$ cat src/rtl/tcr_pkg.sv
// tcr_pkg: shared constants, types and the cordic arctangent table for the
// triangle centroid rotator. No dependencies; every other file imports it.
package tcr_pkg;

    // trig precision of cosine and sine
    localparam int TRIG_FRAC_BITS = 14;

    // geometry
    localparam int VTX_W   = 16;
    localparam int NUM_VTX = 3;
    localparam int NUM_CRD = 2 * NUM_VTX;
    localparam int TDATA_W = NUM_CRD * VTX_W;

    // angle register, degrees with 8 fraction bits
    localparam int ANGLE_W = 17;
    localparam int ANG_SW  = ANGLE_W + 1;
    localparam logic [ANGLE_W-1:0]       ANG_FULL_U   = ANGLE_W'(92160);
    localparam logic [ANGLE_W-1:0]       ANG_HALF_U   = ANGLE_W'(46080);
    localparam logic signed [ANG_SW-1:0] ANG_FULL_S   = ANG_SW'(92160);
    localparam logic signed [ANG_SW-1:0] ANG_HALF_S   = ANG_SW'(46080);
    localparam logic signed [ANG_SW-1:0] ANG_QUART_S  = ANG_SW'(23040);
    localparam logic signed [ANG_SW-1:0] ANG_NQUART_S = -ANG_QUART_S;

    // cordic
    localparam int CORDIC_ITERS = 24;
    localparam int ITER_W       = $clog2(CORDIC_ITERS);
    localparam int CORDIC_FRAC  = 30;
    localparam int CORDIC_W     = 32;
    localparam int Z_W          = 31;
    localparam int Z_SHIFT      = 12;
    localparam logic signed [CORDIC_W-1:0] CORDIC_GAIN = CORDIC_W'(652032874);

    // cosine / sine rounding
    localparam int TRIG_W  = TRIG_FRAC_BITS + 2;
    localparam int TRIG_SH = CORDIC_FRAC - TRIG_FRAC_BITS;
    localparam logic signed [CORDIC_W-1:0] TRIG_RND =
        (TRIG_SH > 0) ? (CORDIC_W'(1) << (TRIG_SH - 1)) : '0;
    localparam logic signed [CORDIC_W-1:0] TRIG_ONE  = CORDIC_W'(1) << TRIG_FRAC_BITS;
    localparam logic signed [CORDIC_W-1:0] TRIG_NONE = -TRIG_ONE;

    // rotation datapath
    localparam int SUM_W   = 18;
    localparam int DIFF_W  = 18;
    localparam int PROD_W  = DIFF_W + TRIG_W;
    localparam int NUM_W   = PROD_W + 2;
    localparam int QUO_W   = NUM_W - TRIG_FRAC_BITS;
    localparam int U_W     = QUO_W + 1;
    localparam int RDIV_SH = U_W + 2;
    localparam int RECIP_W = RDIV_SH - 1;
    localparam int PRODQ_W = U_W + RECIP_W;
    localparam logic [RECIP_W-1:0] RECIP3 =
        RECIP_W'(((64'd1 << RDIV_SH) + 64'd2) / 64'd3);
    localparam logic signed [NUM_W-1:0] ROUND_HALF =
        NUM_W'(3) << (TRIG_FRAC_BITS - 1);
    localparam logic signed [QUO_W-1:0] SAT_MAX = QUO_W'(32767);
    localparam logic signed [QUO_W-1:0] SAT_MIN = -QUO_W'(32768);

    // pipeline
    localparam int ROT_STAGES = 5;
    localparam int PIPE_DEPTH = 1 + CORDIC_ITERS + ROT_STAGES;

    // one triangle: crd[2i] is vertex i x, crd[2i+1] is vertex i y
    typedef struct packed {
        logic                             rotate;
        logic [NUM_CRD-1:0][VTX_W-1:0]    crd;
    } tri_geom_t;

    // payload handed along the cordic cells
    typedef struct packed {
        tri_geom_t                 geom;
        logic                      flip;
        logic [CORDIC_W-1:0]       x;
        logic [CORDIC_W-1:0]       y;
        logic [Z_W-1:0]            z;
    } cell_t;

    // atan(2^-i) in degrees, 20 fraction bits
    function automatic logic signed [Z_W-1:0] atan_q20(input logic [ITER_W-1:0] iter);
        logic signed [Z_W-1:0] v;
        unique case (iter)
            5'd0:    v = Z_W'(47185920);
            5'd1:    v = Z_W'(27855475);
            5'd2:    v = Z_W'(14718068);
            5'd3:    v = Z_W'(7471121);
            5'd4:    v = Z_W'(3750058);
            5'd5:    v = Z_W'(1876857);
            5'd6:    v = Z_W'(938658);
            5'd7:    v = Z_W'(469357);
            5'd8:    v = Z_W'(234682);
            5'd9:    v = Z_W'(117342);
            5'd10:   v = Z_W'(58671);
            5'd11:   v = Z_W'(29335);
            5'd12:   v = Z_W'(14668);
            5'd13:   v = Z_W'(7334);
            5'd14:   v = Z_W'(3667);
            5'd15:   v = Z_W'(1833);
            5'd16:   v = Z_W'(917);
            5'd17:   v = Z_W'(458);
            5'd18:   v = Z_W'(229);
            5'd19:   v = Z_W'(115);
            5'd20:   v = Z_W'(57);
            5'd21:   v = Z_W'(29);
            5'd22:   v = Z_W'(14);
            5'd23:   v = Z_W'(7);
            default: v = '0;
        endcase
        return v;
    endfunction

endpackage

$ cat src/rtl/tcr_cordic_cell.sv
// tcr_cordic_cell: one rotation-mode cordic iteration with its own pipeline
// register; the triangle rides along. Depends on tcr_pkg.
module tcr_cordic_cell (
    input  logic                          clk,
    input  logic                          rst_n,
    input  logic [tcr_pkg::ITER_W-1:0]    iter,
    input  logic                          in_valid,
    output logic                          in_ready,
    input  tcr_pkg::cell_t                in_cell,
    output logic                          out_valid,
    input  logic                          out_ready,
    output tcr_pkg::cell_t                out_cell
);
    import tcr_pkg::*;

    logic                         valid_reg;
    cell_t                        cell_reg;
    cell_t                        cell_next;
    logic signed [CORDIC_W-1:0]   x_cur;
    logic signed [CORDIC_W-1:0]   y_cur;
    logic signed [CORDIC_W-1:0]   x_sh;
    logic signed [CORDIC_W-1:0]   y_sh;
    logic signed [Z_W-1:0]        z_cur;
    logic signed [Z_W-1:0]        ang;

    always_comb
    begin
        x_cur     = $signed(in_cell.x);
        y_cur     = $signed(in_cell.y);
        z_cur     = $signed(in_cell.z);
        x_sh      = x_cur >>> iter;
        y_sh      = y_cur >>> iter;
        ang       = atan_q20(iter);
        cell_next = in_cell;
        if (!z_cur[Z_W-1])
        begin
            cell_next.x = x_cur - y_sh;
            cell_next.y = y_cur + x_sh;
            cell_next.z = z_cur - ang;
        end
        else
        begin
            cell_next.x = x_cur + y_sh;
            cell_next.y = y_cur - x_sh;
            cell_next.z = z_cur + ang;
        end
    end

    assign in_ready = !valid_reg || out_ready;

    always_ff @(posedge clk or negedge rst_n)
    begin
        if (!rst_n)
        begin
            valid_reg <= 1'b0;
        end
        else if (in_ready)
        begin
            valid_reg <= in_valid;
        end
    end

    always_ff @(posedge clk)
    begin
        if (in_ready && in_valid)
        begin
            cell_reg <= cell_next;
        end
    end

    assign out_valid = valid_reg;
    assign out_cell  = cell_reg;

endmodule

$ cat config.mk
export PLATFORM = sky130hd
export DESIGN_NAME = tcr_cordic_cell
export DESIGN_NICKNAME = d
export VERILOG_FILES = /design/src/rtl/tcr_pkg.sv /design/src/rtl/tcr_cordic_cell.sv
export SDC_FILE = /design/constraint.sdc
export NUM_CORES = 1
export LEC_CHECK = 0
export ABC_CLOCK_PERIOD_IN_PS = 6700
export BUFFER_PORTS_ARGS = -buffer_cell sky130_fd_sc_hd__clkbuf_2
export CAP_MARGIN = 5
export CORE_AREA = 3 3 213 215
export CTS_BUF_LIST = sky130_fd_sc_hd__clkbuf_4 sky130_fd_sc_hd__clkbuf_8
export DETAILED_ROUTE_END_ITERATION = 10
export DIE_AREA = 0 0 216 218
export PLACE_DENSITY = 0.62
export SYNTH_ARGS = -nofsm -noshare
export SYNTH_HDL_FRONTEND = slang
export SYNTH_SLANG_ARGS = --single-unit
$ cat constraint.sdc
create_clock -name clk -period 6.7 [get_ports clk]
set_input_delay 2.01 -clock clk [delete_from_list [all_inputs] [get_ports clk]]
set_output_delay 2.01 -clock clk [all_outputs]
set_load 0.05 [all_outputs]
* Word-level counts from Yosys, hierarchy flattened *
Memory sizes are Yosys's and may differ from the RTL's.
Cells that the tools add are included.

storage, ports and cells
  memories = 1
  bits in registers = 194
  ROM bits = 832

operators by class
  add/subtract/negate cells = 6
  mux-type cells = 1
  shift-type cells = 2
  reductions and logical operators = 3

memories
  name              words  bits a word  read ports  clocked after Yosys merged registers in  write ports  RTL line       text
  (name not given)  32     26           1           0                                        0            tcr_pkg.sv:80  unique case (iter)

operator list
  operator             number
  $mux W95             1
  $add A32 B32 Y32     2
  $sshr A32 B5 Y32     2
  $sub A32 B32 Y32     2
  $add A31 B31 Y31     1
  $sub A31 B31 Y31     1
  $logic_and A1 B1 Y1  1
  $logic_not A1 Y1     1
  $logic_or A1 B1 Y1   1

* Logic depth before layout (Yosys ltp) *
  depth after elaboration = 3
  depth in mapped cells = 27
  depth with buffers taken out = 22

* Worst setup path before layout *
OpenSTA, ideal clock, no wires.

  kind = input to register
  start = in out_ready
  end = reg cell_reg, in the netlist out_cell[0] (enable)
  path buffers = 0
  path slack = -817 ps
  stages = 2
  arrival = 6941 ps
  required time = 6124 ps
  path through = nand2b_1 and2_1

between the ends
  longest elaborated chain between the ends = 2

ends and longest elaborated chain
  item                    RTL line               text
  start: declaration      tcr_cordic_cell.sv:11  input logic out_ready,
  $logic_or A1 B1 Y1      tcr_cordic_cell.sv:49  assign in_ready = !valid_reg || out_ready;
  $logic_and A1 B1 Y1     tcr_cordic_cell.sv:65  if (in_ready && in_valid)
  end signal: assignment  tcr_cordic_cell.sv:67  cell_reg <= cell_next;
  end: declaration        tcr_cordic_cell.sv:17  cell_t cell_reg;

Every way passes these cells.
A chain may end at the register's enable or synchronous reset.

==> impl_metrics.yaml <==
placed_design:
  place_ws_ns: -0.718
  hpwl_um: 61100
  numPortBuffers: 396
  gp_congestion: 1.02
finish:
  layout_commonest_cell: "buf_4"
  fillers: 4023
  drive_gt1_frac: 0.468
  post-route-util: 0.581
  seqCellArea_um2: 5820
  fin_nets: 3017
  final_cell_mix: "buf_4 (623), clkbuf_2 (394), edfxtp_1 (193), nor2_1 (150), a21oi_1 (136)"
  multi_input_area_um2: 11400
  area_growth_pct: 46.2
grt:
  grt_pass1_wl_um: 109000
  grt_max_degree: 79
  track_usage: 0.305
  antenna_found_initial: 3
  grt_pass1_vias: 18400
  grt_overflow: 0
timing:
  rsz0062_at_grt: "true"
  finalCritPeriodShare: 0.988
  setup_viol: 0
  finalWorstSetupSlack_ns: 0.0791
  max_slew_margin: 0.165
  finClkSkew_ns: 0.0179
  clock.fmax_ghz: 0.151
  hold_violations: 0
  drv_slew: 0
  period_minus_slack_ns: 6.62
  tightest_slew_ns: 1.22
synthesis:
  syn-cell-area_um2: 17500
  synthArstFlopShare: 0.00515
  synth_edf_count: 193
  synth_seq_cells: 194
  syn_inst: 1730
  synth.distinct_cells: 84
  synth_seq_area_share: 0.333
  synth_flop_cell: "edfxtp_1"
  avgSynthCellArea_um2: 10.1
  synth_fp_nets: 2049
  ys_warn_count: 0
routing:
  vias: 18600
  vias_per_cell: 5.62
  drt_drc_violations_left: 0
  postRouteAntennaNets: 0
  drt_pass1_iterations: 5
  wl_um: 74300
  routedWlPerCell_um: 22.5
  dr.first_iter.drc_count: 1438
setup_path:
  setup.worst_path.end_class: "flop"
  r2r_end: "out_cell[73]$_DFFE_PP_"
  reg2reg_depth: 3
  worstPathArrival_ns: 6.95
  crit_type: "primary input to flop"
  rr_startpoint: "out_valid$_DFFE_PN0N_"
  endpoint: "out_cell[93]$_DFFE_PP_"
  worst-path-max-fanout: 24
  start_kind: "primary input"
  worstSetupStartpoint: "iter[1]"
  reg2reg_slack_ns: 4.49
  worstPathRequired_ns: 7.03
clock_tree:
  cts_hold_buf: 0
  max-clock-path-buffers: 2
  clock-sinks: 194
  insertion_delay_ns: 0.56
  cts_root_buf: "clkbuf_8"
  numCtsBuffers: 17
  h-tree-depth: 4
  path_clk_slew_ns: 0.12
  cts_tree: "built"
floorplanning:
  start_util: 0.398
  boundaryPins: 397
  die_area_um2: 47100
  die_h_um: 218
  die-width_um: 216
  placementRows: 77
  core-area_um2: 43900
power:
  p_total_w: 0.00548
  p_per_area_nw_per_um2: 215
  p_leak_nw: 11.5
  vdd_ir_drop_max_mv: 0.154
job:
  timing.max_cap.violations: 0
hold_path:
  holdCritPathClass: "flop to flop"
  hp-start: "out_valid$_DFFE_PN0N_"
run_status:
  status: "finished clean"
## Yosys cell counts (7+ instances only)
cell / instances / share of area
or3_1: 7 / 0.0025
nand2_1: 112 / 0.024
a21oi_1: 146 / 0.042
nand3_1: 22 / 0.0063
o22ai_1: 30 / 0.011
nor3_1: 34 / 0.0097
xor2_1: 53 / 0.027
nor2_1: 150 / 0.032
mux2i_1: 56 / 0.032
clkbuf_1: 37 / 0.0080
nand2b_1: 27 / 0.0097
inv_1: 31 / 0.0067
o41ai_1: 7 / 0.0035
nor2b_1: 30 / 0.011
a31oi_1: 24 / 0.0086
and3_1: 20 / 0.0072
and2_1: 21 / 0.0075
a221oi_1: 7 / 0.0035
mux2_2: 44 / 0.028
buf_1: 27 / 0.0058
or2_2: 10 / 0.0036
a22oi_1: 8 / 0.0034
buf_2: 18 / 0.0052
mux4_2: 71 / 0.092
o21bai_1: 11 / 0.0047
edfxtp_1: 193 / 0.33
a22o_1: 7 / 0.0035
o31ai_1: 7 / 0.0030
o21a_1: 22 / 0.0095
ha_1: 114 / 0.082
a21o_1: 37 / 0.016
o211ai_1: 15 / 0.0064
a211oi_1: 30 / 0.013
o21ai_0: 75 / 0.021
xnor2_1: 110 / 0.055
## how the worst min path moves through the flow
stage | endpoint | slack [ns] | depth (start not counted)
finish | out_valid$_DFFE_PN0N_ | 0.59 | 2
global route | out_valid$_DFFE_PN0N_ | 0.62 | 2
CTS | out_valid$_DFFE_PN0N_ | 0.59 | 2
detailed placement | out_valid$_DFFE_PN0N_ | 0.55 | 2
global placement | out_valid$_DFFE_PN0N_ | 0.58 | 2
floorplan | out_valid$_DFFE_PN0N_ | 1.17 | 2
## per-stage QoR
step                cells  instance area (um^2)  hold WS (ns)  setup TNS [ns]
global placement     3257                 24800         0.576          -17.22
floorplan            1730                 17600          1.17          -0.496
finish               3304                 25500         0.588               0
detailed placement   3257                 24800         0.553          -17.92
CTS                  3289                 25200         0.587               0
global route         3304                 25500         0.623         -0.0948
## state kept, by name, indices dropped and copies added (netlist names)
signal,flops
out_cell,193
out_valid,1
## logic make-up after synthesis
| group | after synthesis | synth area share |
|---|---|---|
| AND/OR/NAND/NOR | 463 | 0.128 |
| AO/OA/AOI/OAI | 496 | 0.186 |
| buffers and inverters | 123 | 0.0307 |
| flip-flops | 194 | 0.333 |
| XOR/XNOR | 163 | 0.0817 |
| multiplexers | 174 | 0.155 |
| adder cells (fa/ha/maj) | 117 | 0.0851 |
## area by class of cell
cell class,count,share of cell area
inverters,34,0.00509
flip-flops and latches,194,0.228
clock inverters,15,0.00754
repair buffers,1038,0.275
diodes,1,0.0000980
well taps,592,0.0290
multi-input cells,1413,0.446
clock buffers,17,0.00916
## routing by layer
| layer | share of wire | GRT usage |
|---|---|---|
| met1 | 0.39 | 0.364 |
| met2 | 0.51 | 0.556 |
| met3 | 0.066 | 0.0485 |
| met4 | 0.035 | 0.109 |
| met5 | 0.00017 | 0 |
## repair_timing
action	CTS	global route
setup buffers	0	13
gates cloned	0	1
gates resized for setup	5	56
pin swaps	0	23
setup endpoints to repair	7	29
## critical path, cell delays in order
cell	delay [ns]
clkbuf_2	0.11
buf_4	0.18
buf_12	0.18
nor2b_1	0.16
buf_4	0.16
a222oi_1	0.35
a21oi_2	0.16
a221o_1	0.45
nor4_4	0.33
buf_4	0.16
and4_1	0.23
and2_1	0.20
a21oi_1	0.09
xor2_1	0.35
buf_4	0.18
ha_1	0.23
a21o_1	0.16
a21o_1	0.16
a21oi_1	0.22
o21ai_0	0.17
a211oi_2	0.27
o41ai_2	0.13
a21oi_1	0.18
xnor2_1	0.09
## power breakdown
group,switching (W),leakage [nW],internal [W]
clock,0.000525,0.214,0.000292
sequential,0.0000411,1.85,0.00156
combinational,0.00175,9.46,0.00131
Note: power is estimated with default switching activity, not from simulation.
