[src/rtl/tcr_pkg.sv]
// tcr_pkg: shared constants, types and the cordic arctangent table for the
// triangle centroid rotator. No dependencies; every other file imports it.
package tcr_pkg;

    // trig precision of cosine and sine
    localparam int TRIG_FRAC_BITS = 14;

    // geometry
    localparam int VTX_W   = 16;
    localparam int NUM_VTX = 3;
    localparam int NUM_CRD = 2 * NUM_VTX;
    localparam int TDATA_W = NUM_CRD * VTX_W;

    // angle register, degrees with 8 fraction bits
    localparam int ANGLE_W = 17;
    localparam int ANG_SW  = ANGLE_W + 1;
    localparam logic [ANGLE_W-1:0]       ANG_FULL_U   = ANGLE_W'(92160);
    localparam logic [ANGLE_W-1:0]       ANG_HALF_U   = ANGLE_W'(46080);
    localparam logic signed [ANG_SW-1:0] ANG_FULL_S   = ANG_SW'(92160);
    localparam logic signed [ANG_SW-1:0] ANG_HALF_S   = ANG_SW'(46080);
    localparam logic signed [ANG_SW-1:0] ANG_QUART_S  = ANG_SW'(23040);
    localparam logic signed [ANG_SW-1:0] ANG_NQUART_S = -ANG_QUART_S;

    // cordic
    localparam int CORDIC_ITERS = 24;
    localparam int ITER_W       = $clog2(CORDIC_ITERS);
    localparam int CORDIC_FRAC  = 30;
    localparam int CORDIC_W     = 32;
    localparam int Z_W          = 31;
    localparam int Z_SHIFT      = 12;
    localparam logic signed [CORDIC_W-1:0] CORDIC_GAIN = CORDIC_W'(652032874);

    // cosine / sine rounding
    localparam int TRIG_W  = TRIG_FRAC_BITS + 2;
    localparam int TRIG_SH = CORDIC_FRAC - TRIG_FRAC_BITS;
    localparam logic signed [CORDIC_W-1:0] TRIG_RND =
        (TRIG_SH > 0) ? (CORDIC_W'(1) << (TRIG_SH - 1)) : '0;
    localparam logic signed [CORDIC_W-1:0] TRIG_ONE  = CORDIC_W'(1) << TRIG_FRAC_BITS;
    localparam logic signed [CORDIC_W-1:0] TRIG_NONE = -TRIG_ONE;

    // rotation datapath
    localparam int SUM_W   = 18;
    localparam int DIFF_W  = 18;
    localparam int PROD_W  = DIFF_W + TRIG_W;
    localparam int NUM_W   = PROD_W + 2;
    localparam int QUO_W   = NUM_W - TRIG_FRAC_BITS;
    localparam int U_W     = QUO_W + 1;
    localparam int RDIV_SH = U_W + 2;
    localparam int RECIP_W = RDIV_SH - 1;
    localparam int PRODQ_W = U_W + RECIP_W;
    localparam logic [RECIP_W-1:0] RECIP3 =
        RECIP_W'(((64'd1 << RDIV_SH) + 64'd2) / 64'd3);
    localparam logic signed [NUM_W-1:0] ROUND_HALF =
        NUM_W'(3) << (TRIG_FRAC_BITS - 1);
    localparam logic signed [QUO_W-1:0] SAT_MAX = QUO_W'(32767);
    localparam logic signed [QUO_W-1:0] SAT_MIN = -QUO_W'(32768);

    // pipeline
    localparam int ROT_STAGES = 5;
    localparam int PIPE_DEPTH = 1 + CORDIC_ITERS + ROT_STAGES;

    // one triangle: crd[2i] is vertex i x, crd[2i+1] is vertex i y
    typedef struct packed {
        logic                             rotate;
        logic [NUM_CRD-1:0][VTX_W-1:0]    crd;
    } tri_geom_t;

    // payload handed along the cordic cells
    typedef struct packed {
        tri_geom_t                 geom;
        logic                      flip;
        logic [CORDIC_W-1:0]       x;
        logic [CORDIC_W-1:0]       y;
        logic [Z_W-1:0]            z;
    } cell_t;

    // atan(2^-i) in degrees, 20 fraction bits
    function automatic logic signed [Z_W-1:0] atan_q20(input logic [ITER_W-1:0] iter);
        logic signed [Z_W-1:0] v;
        unique case (iter)
            5'd0:    v = Z_W'(47185920);
            5'd1:    v = Z_W'(27855475);
            5'd2:    v = Z_W'(14718068);
            5'd3:    v = Z_W'(7471121);
            5'd4:    v = Z_W'(3750058);
            5'd5:    v = Z_W'(1876857);
            5'd6:    v = Z_W'(938658);
            5'd7:    v = Z_W'(469357);
            5'd8:    v = Z_W'(234682);
            5'd9:    v = Z_W'(117342);
            5'd10:   v = Z_W'(58671);
            5'd11:   v = Z_W'(29335);
            5'd12:   v = Z_W'(14668);
            5'd13:   v = Z_W'(7334);
            5'd14:   v = Z_W'(3667);
            5'd15:   v = Z_W'(1833);
            5'd16:   v = Z_W'(917);
            5'd17:   v = Z_W'(458);
            5'd18:   v = Z_W'(229);
            5'd19:   v = Z_W'(115);
            5'd20:   v = Z_W'(57);
            5'd21:   v = Z_W'(29);
            5'd22:   v = Z_W'(14);
            5'd23:   v = Z_W'(7);
            default: v = '0;
        endcase
        return v;
    endfunction

endpackage

[src/rtl/tcr_prep.sv]
// tcr_prep: front register of the rotator; folds the angle into +-90 degrees
// and seeds the cordic chain. Depends on tcr_pkg.
module tcr_prep (
    input  logic                          clk,
    input  logic                          rst_n,
    input  logic [tcr_pkg::ANGLE_W-1:0]   angle,
    input  logic                          in_valid,
    output logic                          in_ready,
    input  tcr_pkg::tri_geom_t            in_geom,
    output logic                          out_valid,
    input  logic                          out_ready,
    output tcr_pkg::cell_t                out_cell
);
    import tcr_pkg::*;

    logic                      valid_reg;
    cell_t                     cell_reg;
    cell_t                     cell_next;
    logic [ANGLE_W-1:0]        a_mod;
    logic signed [ANG_SW-1:0]  a_sgn;
    logic signed [ANG_SW-1:0]  a_fold;
    logic                      flip;

    always_comb
    begin
        // register value is below two full turns, one subtract is enough
        a_mod = (angle >= ANG_FULL_U) ? angle - ANG_FULL_U : angle;
        a_sgn = $signed({1'b0, a_mod});
        if (a_mod >= ANG_HALF_U)
        begin
            a_sgn = $signed({1'b0, a_mod}) - ANG_FULL_S;
        end
        flip   = 1'b0;
        a_fold = a_sgn;
        if (a_sgn > ANG_QUART_S)
        begin
            a_fold = a_sgn - ANG_HALF_S;
            flip   = 1'b1;
        end
        else if (a_sgn < ANG_NQUART_S)
        begin
            a_fold = a_sgn + ANG_HALF_S;
            flip   = 1'b1;
        end
        cell_next.geom = in_geom;
        cell_next.flip = flip;
        cell_next.x    = CORDIC_GAIN;
        cell_next.y    = '0;
        cell_next.z    = {{(Z_W - ANG_SW - Z_SHIFT){a_fold[ANG_SW-1]}}, a_fold,
                          {Z_SHIFT{1'b0}}};
    end

    assign in_ready = !valid_reg || out_ready;

    always_ff @(posedge clk or negedge rst_n)
    begin
        if (!rst_n)
        begin
            valid_reg <= 1'b0;
        end
        else if (in_ready)
        begin
            valid_reg <= in_valid;
        end
    end

    always_ff @(posedge clk)
    begin
        if (in_ready && in_valid)
        begin
            cell_reg <= cell_next;
        end
    end

    assign out_valid = valid_reg;
    assign out_cell  = cell_reg;

endmodule

[config.mk]
export PLATFORM = sky130hd
export DESIGN_NAME = tcr_prep
export DESIGN_NICKNAME = d
export VERILOG_FILES = /design/src/rtl/tcr_pkg.sv /design/src/rtl/tcr_prep.sv
export SDC_FILE = /design/constraint.sdc
export NUM_CORES = 1
export LEC_CHECK = 0
export ABC_AREA = 1
export BUFFER_PORTS_ARGS = -buffer_cell sky130_fd_sc_hd__buf_4
export CORE_MARGIN = 5
export CORE_UTILIZATION = 39
export DETAILED_ROUTE_END_ITERATION = 10
export HOLD_SLACK_MARGIN = 0.1
export PLACE_DENSITY = 0.77
export SLEW_MARGIN = 0
export SYNTH_ARGS = -nofsm -noshare
export SYNTH_HDL_FRONTEND = slang
export SYNTH_SLANG_ARGS = --single-unit
[constraint.sdc]
create_clock -name clk -period 7.04 [get_ports clk]
set_input_delay 0.352 -clock clk [delete_from_list [all_inputs] [get_ports clk]]
set_output_delay 0.352 -clock clk [all_outputs]
set_load 0.01 [all_outputs]
# Word level (Yosys, flattened, before mapping)
# Index checks and enable logic that the tools add are counted.
# totals
out_inout_bits	195
inputBits	118
reg_bits	117
elab_cells	26
# op_classes
n_addsub	4
muxes	5
n_lt_le_gt_ge	4
reduce_logical	3
# op_table
cell	n
two-way mux 18 bit	3
adder 18 x 17 -> 18 bit, second input constant	1
greater-than comparator 18 x 16 -> 1 bit, second input constant	1
less-than comparator 18 x 16 -> 1 bit, second input constant	1
subtractor 17 x 17 -> 18 bit, second input constant	1
subtractor 18 x 17 -> 18 bit, second input constant	1
>= comparator 17 x 16 -> 1 bit, second input constant	1
>= comparator 17 bit, second input constant	1
two-way mux 17 bit	1
subtractor 17 bit, second input constant	1
logical AND 1 bit	1
logical NOT 1 bit	1
logical OR 1 bit	1
two-way mux 1 bit	1

# Longest topological paths before layout
# Gate-level depths: netlist (run 1).
# depth
ltp_word	7
mapped_depth	28
mapped_depth_nobuf	28

# Worst setup path before layout (run 1)
# No wires, ideal clock.
# synth_timing
kind	register to register
start	register valid_reg, in the netlist out_valid
end	register cell_reg, in the netlist out_cell[100] (enable)
stages_incl_launch_ff	2
required_ns	6.411
path_slack_ns	0.361
arrival_time_ns	6.050
path_cell_list	dfrtp_1 a21oi_1
# synth_between
elab_chain_cells	3
# synth_lines
item	line	rtl
start: declaration	tcr_prep.sv:16	logic valid_reg;
start signal: assignment	tcr_prep.sv:63	valid_reg <= in_valid;
logical NOT 1 bit	tcr_prep.sv:53	assign in_ready = !valid_reg || out_ready;
logical OR 1 bit	tcr_prep.sv:53	
logical AND 1 bit	tcr_prep.sv:69	if (in_ready && in_valid)
end signal: assignment	tcr_prep.sv:71	cell_reg <= cell_next;
end: declaration	tcr_prep.sv:17	cell_t cell_reg;
# Every way passes these cells.
# A chain may end at the register's enable or synchronous reset.

# Final worst setup path (run 1)
# layout_timing
start	input angle[11] (netlist name)
end	register cell_reg, in the netlist out_cell[28] (data pin)
# layout_between
elab_chain_cells	7
# layout_lines
item	line	rtl
start: declaration	tcr_prep.sv:6	input logic [tcr_pkg::ANGLE_W-1:0] angle,
subtractor 17 bit or >= comparator 17 bit (tied branches)	tcr_prep.sv:27	a_mod = (angle >= ANG_FULL_U) ? angle - ANG_FULL_U : angle;
two-way mux 17 bit (*)	tcr_prep.sv:27	
subtractor 17 x 17 -> 18 bit or >= comparator 17 x 16 -> 1 bit (tied branches)	tcr_prep.sv:31, tcr_prep.sv:29	
two-way mux 18 bit (*)	tcr_prep.sv:29	if (a_mod >= ANG_HALF_U)
adder 18 x 17 -> 18 bit or less-than comparator 18 x 16 -> 1 bit (tied branches)	tcr_prep.sv:42, tcr_prep.sv:40	
two-way mux 18 bit	tcr_prep.sv:40	else if (a_sgn < ANG_NQUART_S)
two-way mux 18 bit (*)	tcr_prep.sv:35	if (a_sgn > ANG_QUART_S)
named net a_fold[16]	tcr_prep.sv:21	logic signed [ANG_SW-1:0] a_fold;
# The timed path passes the listed nets; every way through them passes the cells marked *.

==> flow_summary.json, run 1 <==
{
  "cts_sinks": 117,
  "finalMaxSlewViolations": 0,
  "clock_skew_ps": 5.036,
  "dieWidth_um": 123.8,
  "rsz0062_at_grt": "no",
  "totalWireLength_um": 13870,
  "portBuffers": 236,
  "drc": 0,
  "critPathArrivalTime_ps": 3370,
  "clk_latency_ps": 390,
  "ant_nets": 0,
  "clkTransAtPathRegs_ps": 50,
  "dieArea_um2": 15340,
  "hp-class": "primary input to register",
  "syn_area_um2": 5055,
  "initial_core_util": 0.3989,
  "htreeDepth": 4,
  "grt_pass1_vias": 3555,
  "worstSetupPathType": "primary input to register",
  "power_frac_seq": 0.430,
  "holdWs_ps": 128.4,
  "nFillCells": 1039,
  "yosysSeqAreaShare": 0.6941,
  "leakage_nw": 3.342,
  "final_cell_mix": "buf_4, edfxtp_1, conb_1",
  "syn_inst": 388,
  "numCtsBuffers": 17,
  "grt_usage": 0.1738,
  "place_inst": 795,
  "num_vias": 3619,
  "antenna_found_initial": 1,
  "worstPathRequired_ps": 7190,
  "p_sw_frac": 0.2421,
  "irDropWorstVdd_v": 0.0001747,
  "area_delta_synth_final_pct": 45.02,
  "startpoint_type": "primary input",
  "stdcell_count": 829,
  "hold_viol": 0,
  "clockPowerShare": 0.404,
  "ctsLongestPathBuffers": 2,
  "cts_root_buffer": "clkbuf_16",
  "drt_iter0_drc": 142,
  "drive_gt1_frac": 0.4482,
  "gp_congestion": 0.9029,
  "ys_seq_elements": 117,
  "rows": 41,
  "routedWlPerCell_um": 16.73,
  "die_h_um": 123.8,
  "slew_headroom": 0.3651,
  "via_per_inst": 4.366,
  "finalCriticalPeriod_ps": 3227,
  "r2r_slack_ps": 5280,
  "dp_hpwl_um": 11130,
  "grt_pass1_wl_um": 19590,
  "fmax_mhz": 309.9,
  "dp_slack_ps": 3426,
  "yosysWarnings": 0,
  "critPathCaptureType": "register",
  "min_period_over_period": 0.4583,
  "ioPinCount": 313,
  "power_switching_w": 0.0004714,
  "powerDensity_nw_per_um2": 265.6,
  "tritoncts": "yes",
  "status": "finished, final reports clean",
  "worstHoldPathCells": 1,
  "grt_max_degree": 78,
  "overflow": 0,
  "final_common_cell": "buf_4",
  "p_int_w": 0.001476,
  "dr.pass1.iters": 6,
  "tns_ps": 0,
  "power_frac_comb": 0.166,
  "finalSetupViolCount": 0,
  "cap_violations": 0,
  "worstPathMaxFanout": 9,
  "r2r_cells": 2,
  "syn_area_per_cell_um2": 13.03,
  "core_um2": 12670,
  "yosysUniqueCellTypes": 28,
  "fin_ws_ps": 3813,
  "worst_pin_slew_ps": 952.3,
  "nNetsFinal": 765,
  "p_total_w": 0.001947
}
==> area by class of cell <==
class | count | area, um^2 | share of cell area
Tap cell | 172 | 215.2 | 0.02936
Inverter | 27 | 101.3 | 0.01382
Antenna cell | 1 | 2.502 | 0.0003414
Clock inverter | 11 | 110.1 | 0.01502
Multi-Input combinational cell | 241 | 1156 | 0.1577
Sequential cell | 117 | 3508 | 0.4786
Timing Repair Buffer | 239 | 1797 | 0.2451
Clock buffer | 21 | 440.4 | 0.06008
==> stage by stage <==
| stage | util | cell area [um^2] |
|---|---|---|
| after floorplan | - | 5333 |
| after global placement | 0.5341 | 6768 |
| after detailed placement | 0.5341 | 6768 |
| after CTS | 0.5784 | 7328 |
| after global routing | 0.5786 | 7331 |
| final | 0.5786 | 7331 |
==> flip-flops by register name, summed over array words and instances, names as in the netlist <==
signal / cells
out_cell: 116
out_valid: 1
==> logic make-up after synthesis <==
group                    synth area share
AND/OR/NAND/NOR                    0.1332
flip-flops                         0.6941
buffers and inverters              0.1344
AO/OA/AOI/OAI                     0.01832
XOR/XNOR                         0.008663
adder cells (fa/ha/maj)          0.009901
other                            0.001486
==> per-layer routing <==
| metal | up-vias | GRT usage | wire (um) | share of wire |
|---|---|---|---|---|
| met2 | 218 | 0.3292 | 7547 | 0.54 |
| met4 | 0 | 0.06505 | 259 | 0.019 |
| met1 | 1690 | 0.1592 | 4251 | 0.31 |
| met3 | 19 | 0.08129 | 1814 | 0.13 |
| met5 | - | 0 | 0 | 0 |
| li1 | 1692 | - | - | - |
==> synth_stat cells, drive strengths merged <==
library cell	n	area share
a21boi	1	0.0015
and2	1	0.0012
ha	4	0.0099
o21ai	7	0.0092
xnor2	1	0.0017
nor2	15	0.012
nand3	28	0.031
nand4	6	0.0074
dfrtp	1	0.0049
or2	2	0.0025
edfxtp	116	0.69
nor3	1	0.00099
buf	77	0.11
xor2	4	0.0069
nand2	90	0.078
conb	2	0.0015
o21bai	1	0.0015
inv	27	0.020
a21oi	4	0.0062
==> path summary, 6_finish.rpt <==
kind,start,endpoint
worst min-delay path,in_geom[26],out_cell[122]
max in group asynchronous,rst_n,out_valid
worst min register to register,out_valid,out_valid
min in group asynchronous,rst_n,out_valid
worst max register to register,out_valid,out_cell[144]
worst max-delay path,angle[11],out_cell[28]
==> power groups by stage <==
stage / sequential, W / combinational (W) / clock [W]
2_1_floorplan: 0.000881 / 0.000176 / 0
3_3_place_gp: 0.000850 / 0.000316 / 0
3_5_place_dp: 0.000851 / 0.000323 / 0
4_1_cts: 0.000838 / 0.000324 / 0.000802
5_1_grt: 0.000841 / 0.000358 / 0.000838
6_report: 0.000838 / 0.000322 / 0.000787
==> critical path, cell delays in order <==
cell and delay (ps):
buf_4 110, inv_1 40, ha_1 220, nor2_1 110
nand2_1 80, nand2_1 80, nand2_2 90, or2_0 220
and2_1 200, inv_1 90, ha_1 140, o21bai_1 120
nand2_2 140, nand2_4 130, nand2_1 80, nand2_2 130
inv_1 90, ha_1 200, a21oi_1 140, nor2_1 60
o21ai_1 60, nand2_1 60, nand2_1 70, nand2_2 80
nand2_4 110, inv_2 60, nand2_2 70, nand2_1 60
==> repair_timing <==
item                                    CTS  global route
hold endpoints to repair                  1             0
gates resized for setup                   0             0
hold buffers                              1             0
endpoints found under the setup margin    0             0
setup buffers                             0             0
No activity file was read; power rests on OpenSTA's default activity.
==> run 2: changes to the inputs <==
Settings changed: ABC_AREA 1 to 0, CORE_AREA from default to 5 5 118 120, CORE_MARGIN 5 to default, CORE_UTILIZATION 39 to default, DIE_AREA from default to 0 0 123 125.
Clock period 7.04 ns to 3.25 ns, I/O delays scaled along.
==> run 2 against run 1 <==
Compared with the run above: the run now ends with negative setup slack left; design area increased by 24%; routed wire length increased by 46%; worst setup slack got worse by 4100 ps; total power increased by 130%; non-clock buffer count increased by 173; die area increased by 0.24%; synthesized area increased by 2.9%; register-to-register slack got worse by 4000 ps; clock-buffer cell count decreased by 3; sequential share of layout area decreased by 9.4 points; synthesized cell count decreased by 13%; clock power increased by 120%; critical path type unchanged; largest power group unchanged.
==> flow_summary.json, run 2 <==
{
  "critPathArrivalTime_ps": 3700,
  "finalSetupViolCount": 9,
  "worstSetupPathType": "primary input to register",
  "die_h_um": 125,
  "htreeDepth": 4,
  "grt_usage": 0.2571,
  "nNetsFinal": 883,
  "tns_ps": -2424,
  "routedWlPerCell_um": 21.30,
  "cts_sinks": 117,
  "final_cell_mix": "buf_4, edfxtp_1, dlygate4sd3_1",
  "ctsLongestPathBuffers": 2,
  "r2r_cells": 3,
  "area_delta_synth_final_pct": 75.20,
  "portBuffers": 236,
  "dp_hpwl_um": 12320,
  "hp-class": "primary input to register",
  "min_period_over_period": 1.096,
  "synth_ff_type": "edfxtp_1",
  "rsz0062_at_grt": "yes",
  "yosysSeqAreaShare": 0.6744,
  "hold_viol": 0,
  "dieWidth_um": 123,
  "totalWireLength_um": 20220,
  "clk_latency_ps": 400,
  "synth_edf_count": 116,
  "cap_violations": 0,
  "finalMaxSlewViolations": 0,
  "yosysTopAreaCellShare": 0.6696,
  "slew_headroom": 0.4716,
  "num_vias": 4478,
  "startpoint_type": "primary input",
  "drive_gt1_frac": 0.4754,
  "path_cells": "buf_6, nand2b_4, or4_4, or3_4, nand2_4, ha_4, a41oi_2, a221o_1, nand4_4, nand2_4, xor2_2, inv_2, ha_4, a21oi_4, nor2_1, o21ai_1, nor3_2, o311ai_2, buf_4, nand2_2, o22ai_2, a222oi_1",
  "gp_congestion": 0.8904,
  "grt_pass1_wl_um": 28840,
  "crit_slowest_cell": "or4_4",
  "irDropWorstVdd_v": 0.0002865,
  "worstPathRequired_ps": 3390,
  "syn_area_per_cell_um2": 15.39,
  "worstHoldPathCells": 2,
  "cp.depth": 22,
  "tritoncts": "yes",
  "overflow": 0,
  "yosysWarnings": 0,
  "clock_skew_ps": 9.109,
  "initial_core_util": 0.4041,
  "antenna_found_initial": 1,
  "cts_root_buffer": "clkbuf_16",
  "syn_area_um2": 5202,
  "fmax_mhz": 280.8,
  "via_per_inst": 4.719,
  "yosysMostFrequentCell": "edfxtp_1",
  "critPathCaptureType": "register",
  "ys_seq_elements": 117,
  "worst_pin_slew_ps": 792.6,
  "dieArea_um2": 15380,
  "synth_commonest_cells": "edfxtp_1, buf_4, nand2_1, a21oi_1, nor2_1",
  "place_inst": 793,
  "syn_inst": 338,
  "drc": 0,
  "fin_ws_ps": -311.9,
  "grt_max_degree": 57,
  "yosysUniqueCellTypes": 66,
  "drt_iter0_drc": 368,
  "stdcell_count": 949,
  "numCtsBuffers": 17,
  "crit_family": "simple AND/OR/NAND/NOR gates",
  "worstPathMaxFanout": 4,
  "powerDensity_nw_per_um2": 492.9,
  "ioPinCount": 313,
  "holdWs_ps": 141.7,
  "violations": "negative setup slack",
  "cpPeakStageDelay_ps": 510,
  "leakage_nw": 3.940,
  "largest_register_ff_count": 116,
  "critPathBufInv": 3,
  "synth_area_leader_cell": "edfxtp_1",
  "ant_nets": 0,
  "final_common_cell": "buf_4",
  "synth.area.top_cells": "edfxtp_1, buf_4, a21oi_1, nand2_1, ha_1",
  "grt_pass1_vias": 4738,
  "dr.pass1.iters": 4,
  "clkTransAtPathRegs_ps": 50,
  "async_flop_share": 0.008547,
  "rows": 42,
  "finalCriticalPeriod_ps": 3562,
  "status": "finished, violations left",
  "core_um2": 12870
}
## run 2: logic make-up after synthesis
family / after synthesis / synth area share
adder cells (fa/ha/maj): 4 / 0.009620
other: 2 / 0.001444
buffers and inverters: 90 / 0.1255
flip-flops: 117 / 0.6744
AND/OR/NAND/NOR: 60 / 0.07865
AO/OA/AOI/OAI: 58 / 0.09668
multiplexers: 2 / 0.003848
XOR/XNOR: 5 / 0.009863
## run 2: timing repair
| item | in CTS | in global routing |
|---|---|---|
| pin swaps | 5 | 2 |
| hold endpoints to repair | 108 | 0 |
| buffers inserted | 13 | 2 |
| resized for setup | 13 | 2 |
| hold buffers | 110 | 0 |
| setup endpoints to repair | 9 | 9 |
## run 2: final cells by class
cell class,count,area (um^2)
inverters,8,30.03
repair buffers,412,3385
flip-flops and latches,117,3508
fillers,802,3760
multi-input cells,205,1425
clock buffers,18,429.2
diodes,1,2.502
clock inverters,12,115.1
well taps,176,220.2
## run 2: power breakdown
part / internal [W] / switching (W) / total (W)
clock network: 0.00111 / 0.000658 / 0.00176
logic: 0.000472 / 0.000442 / 0.000914
registers: 0.00178 / 0.0000343 / 0.00182
total: 0.00336 / 0.00113 / 0.00449
## run 2: final timing paths
path	start	end	slack (ps)
worst min register to register	out_valid	out_valid	1170
worst max register to register	out_valid	out_cell[139]	1300
min in group asynchronous	rst_n	out_valid	620
max in group asynchronous	rst_n	out_valid	2510
worst min-delay path	angle[9]	out_cell[21]	140
worst max-delay path	angle[12]	out_cell[23]	-310
## run 2: per-stage QoR
step	cell area (um^2)	setup slack, ps	total power [W]	util
after global placement	7283	-714.4	0.002532	0.5657
after detailed placement	7283	-781.5	0.002555	0.5657
final	9115	-311.9	0.004493	0.7080
after floorplan	5518	-720.3	0.002232	-
after CTS	9091	-224.2	0.004442	0.7061
after global routing	9115	-447.4	0.004643	0.7080
## run 2: routing by layer
metal,up-vias,GRT usage,wire length (um)
met5,-,0,0
met4,0,0.1453,1086
met3,58,0.07949,1785
met2,279,0.4333,10030
met1,2159,0.2854,7311
li1,1982,-,-
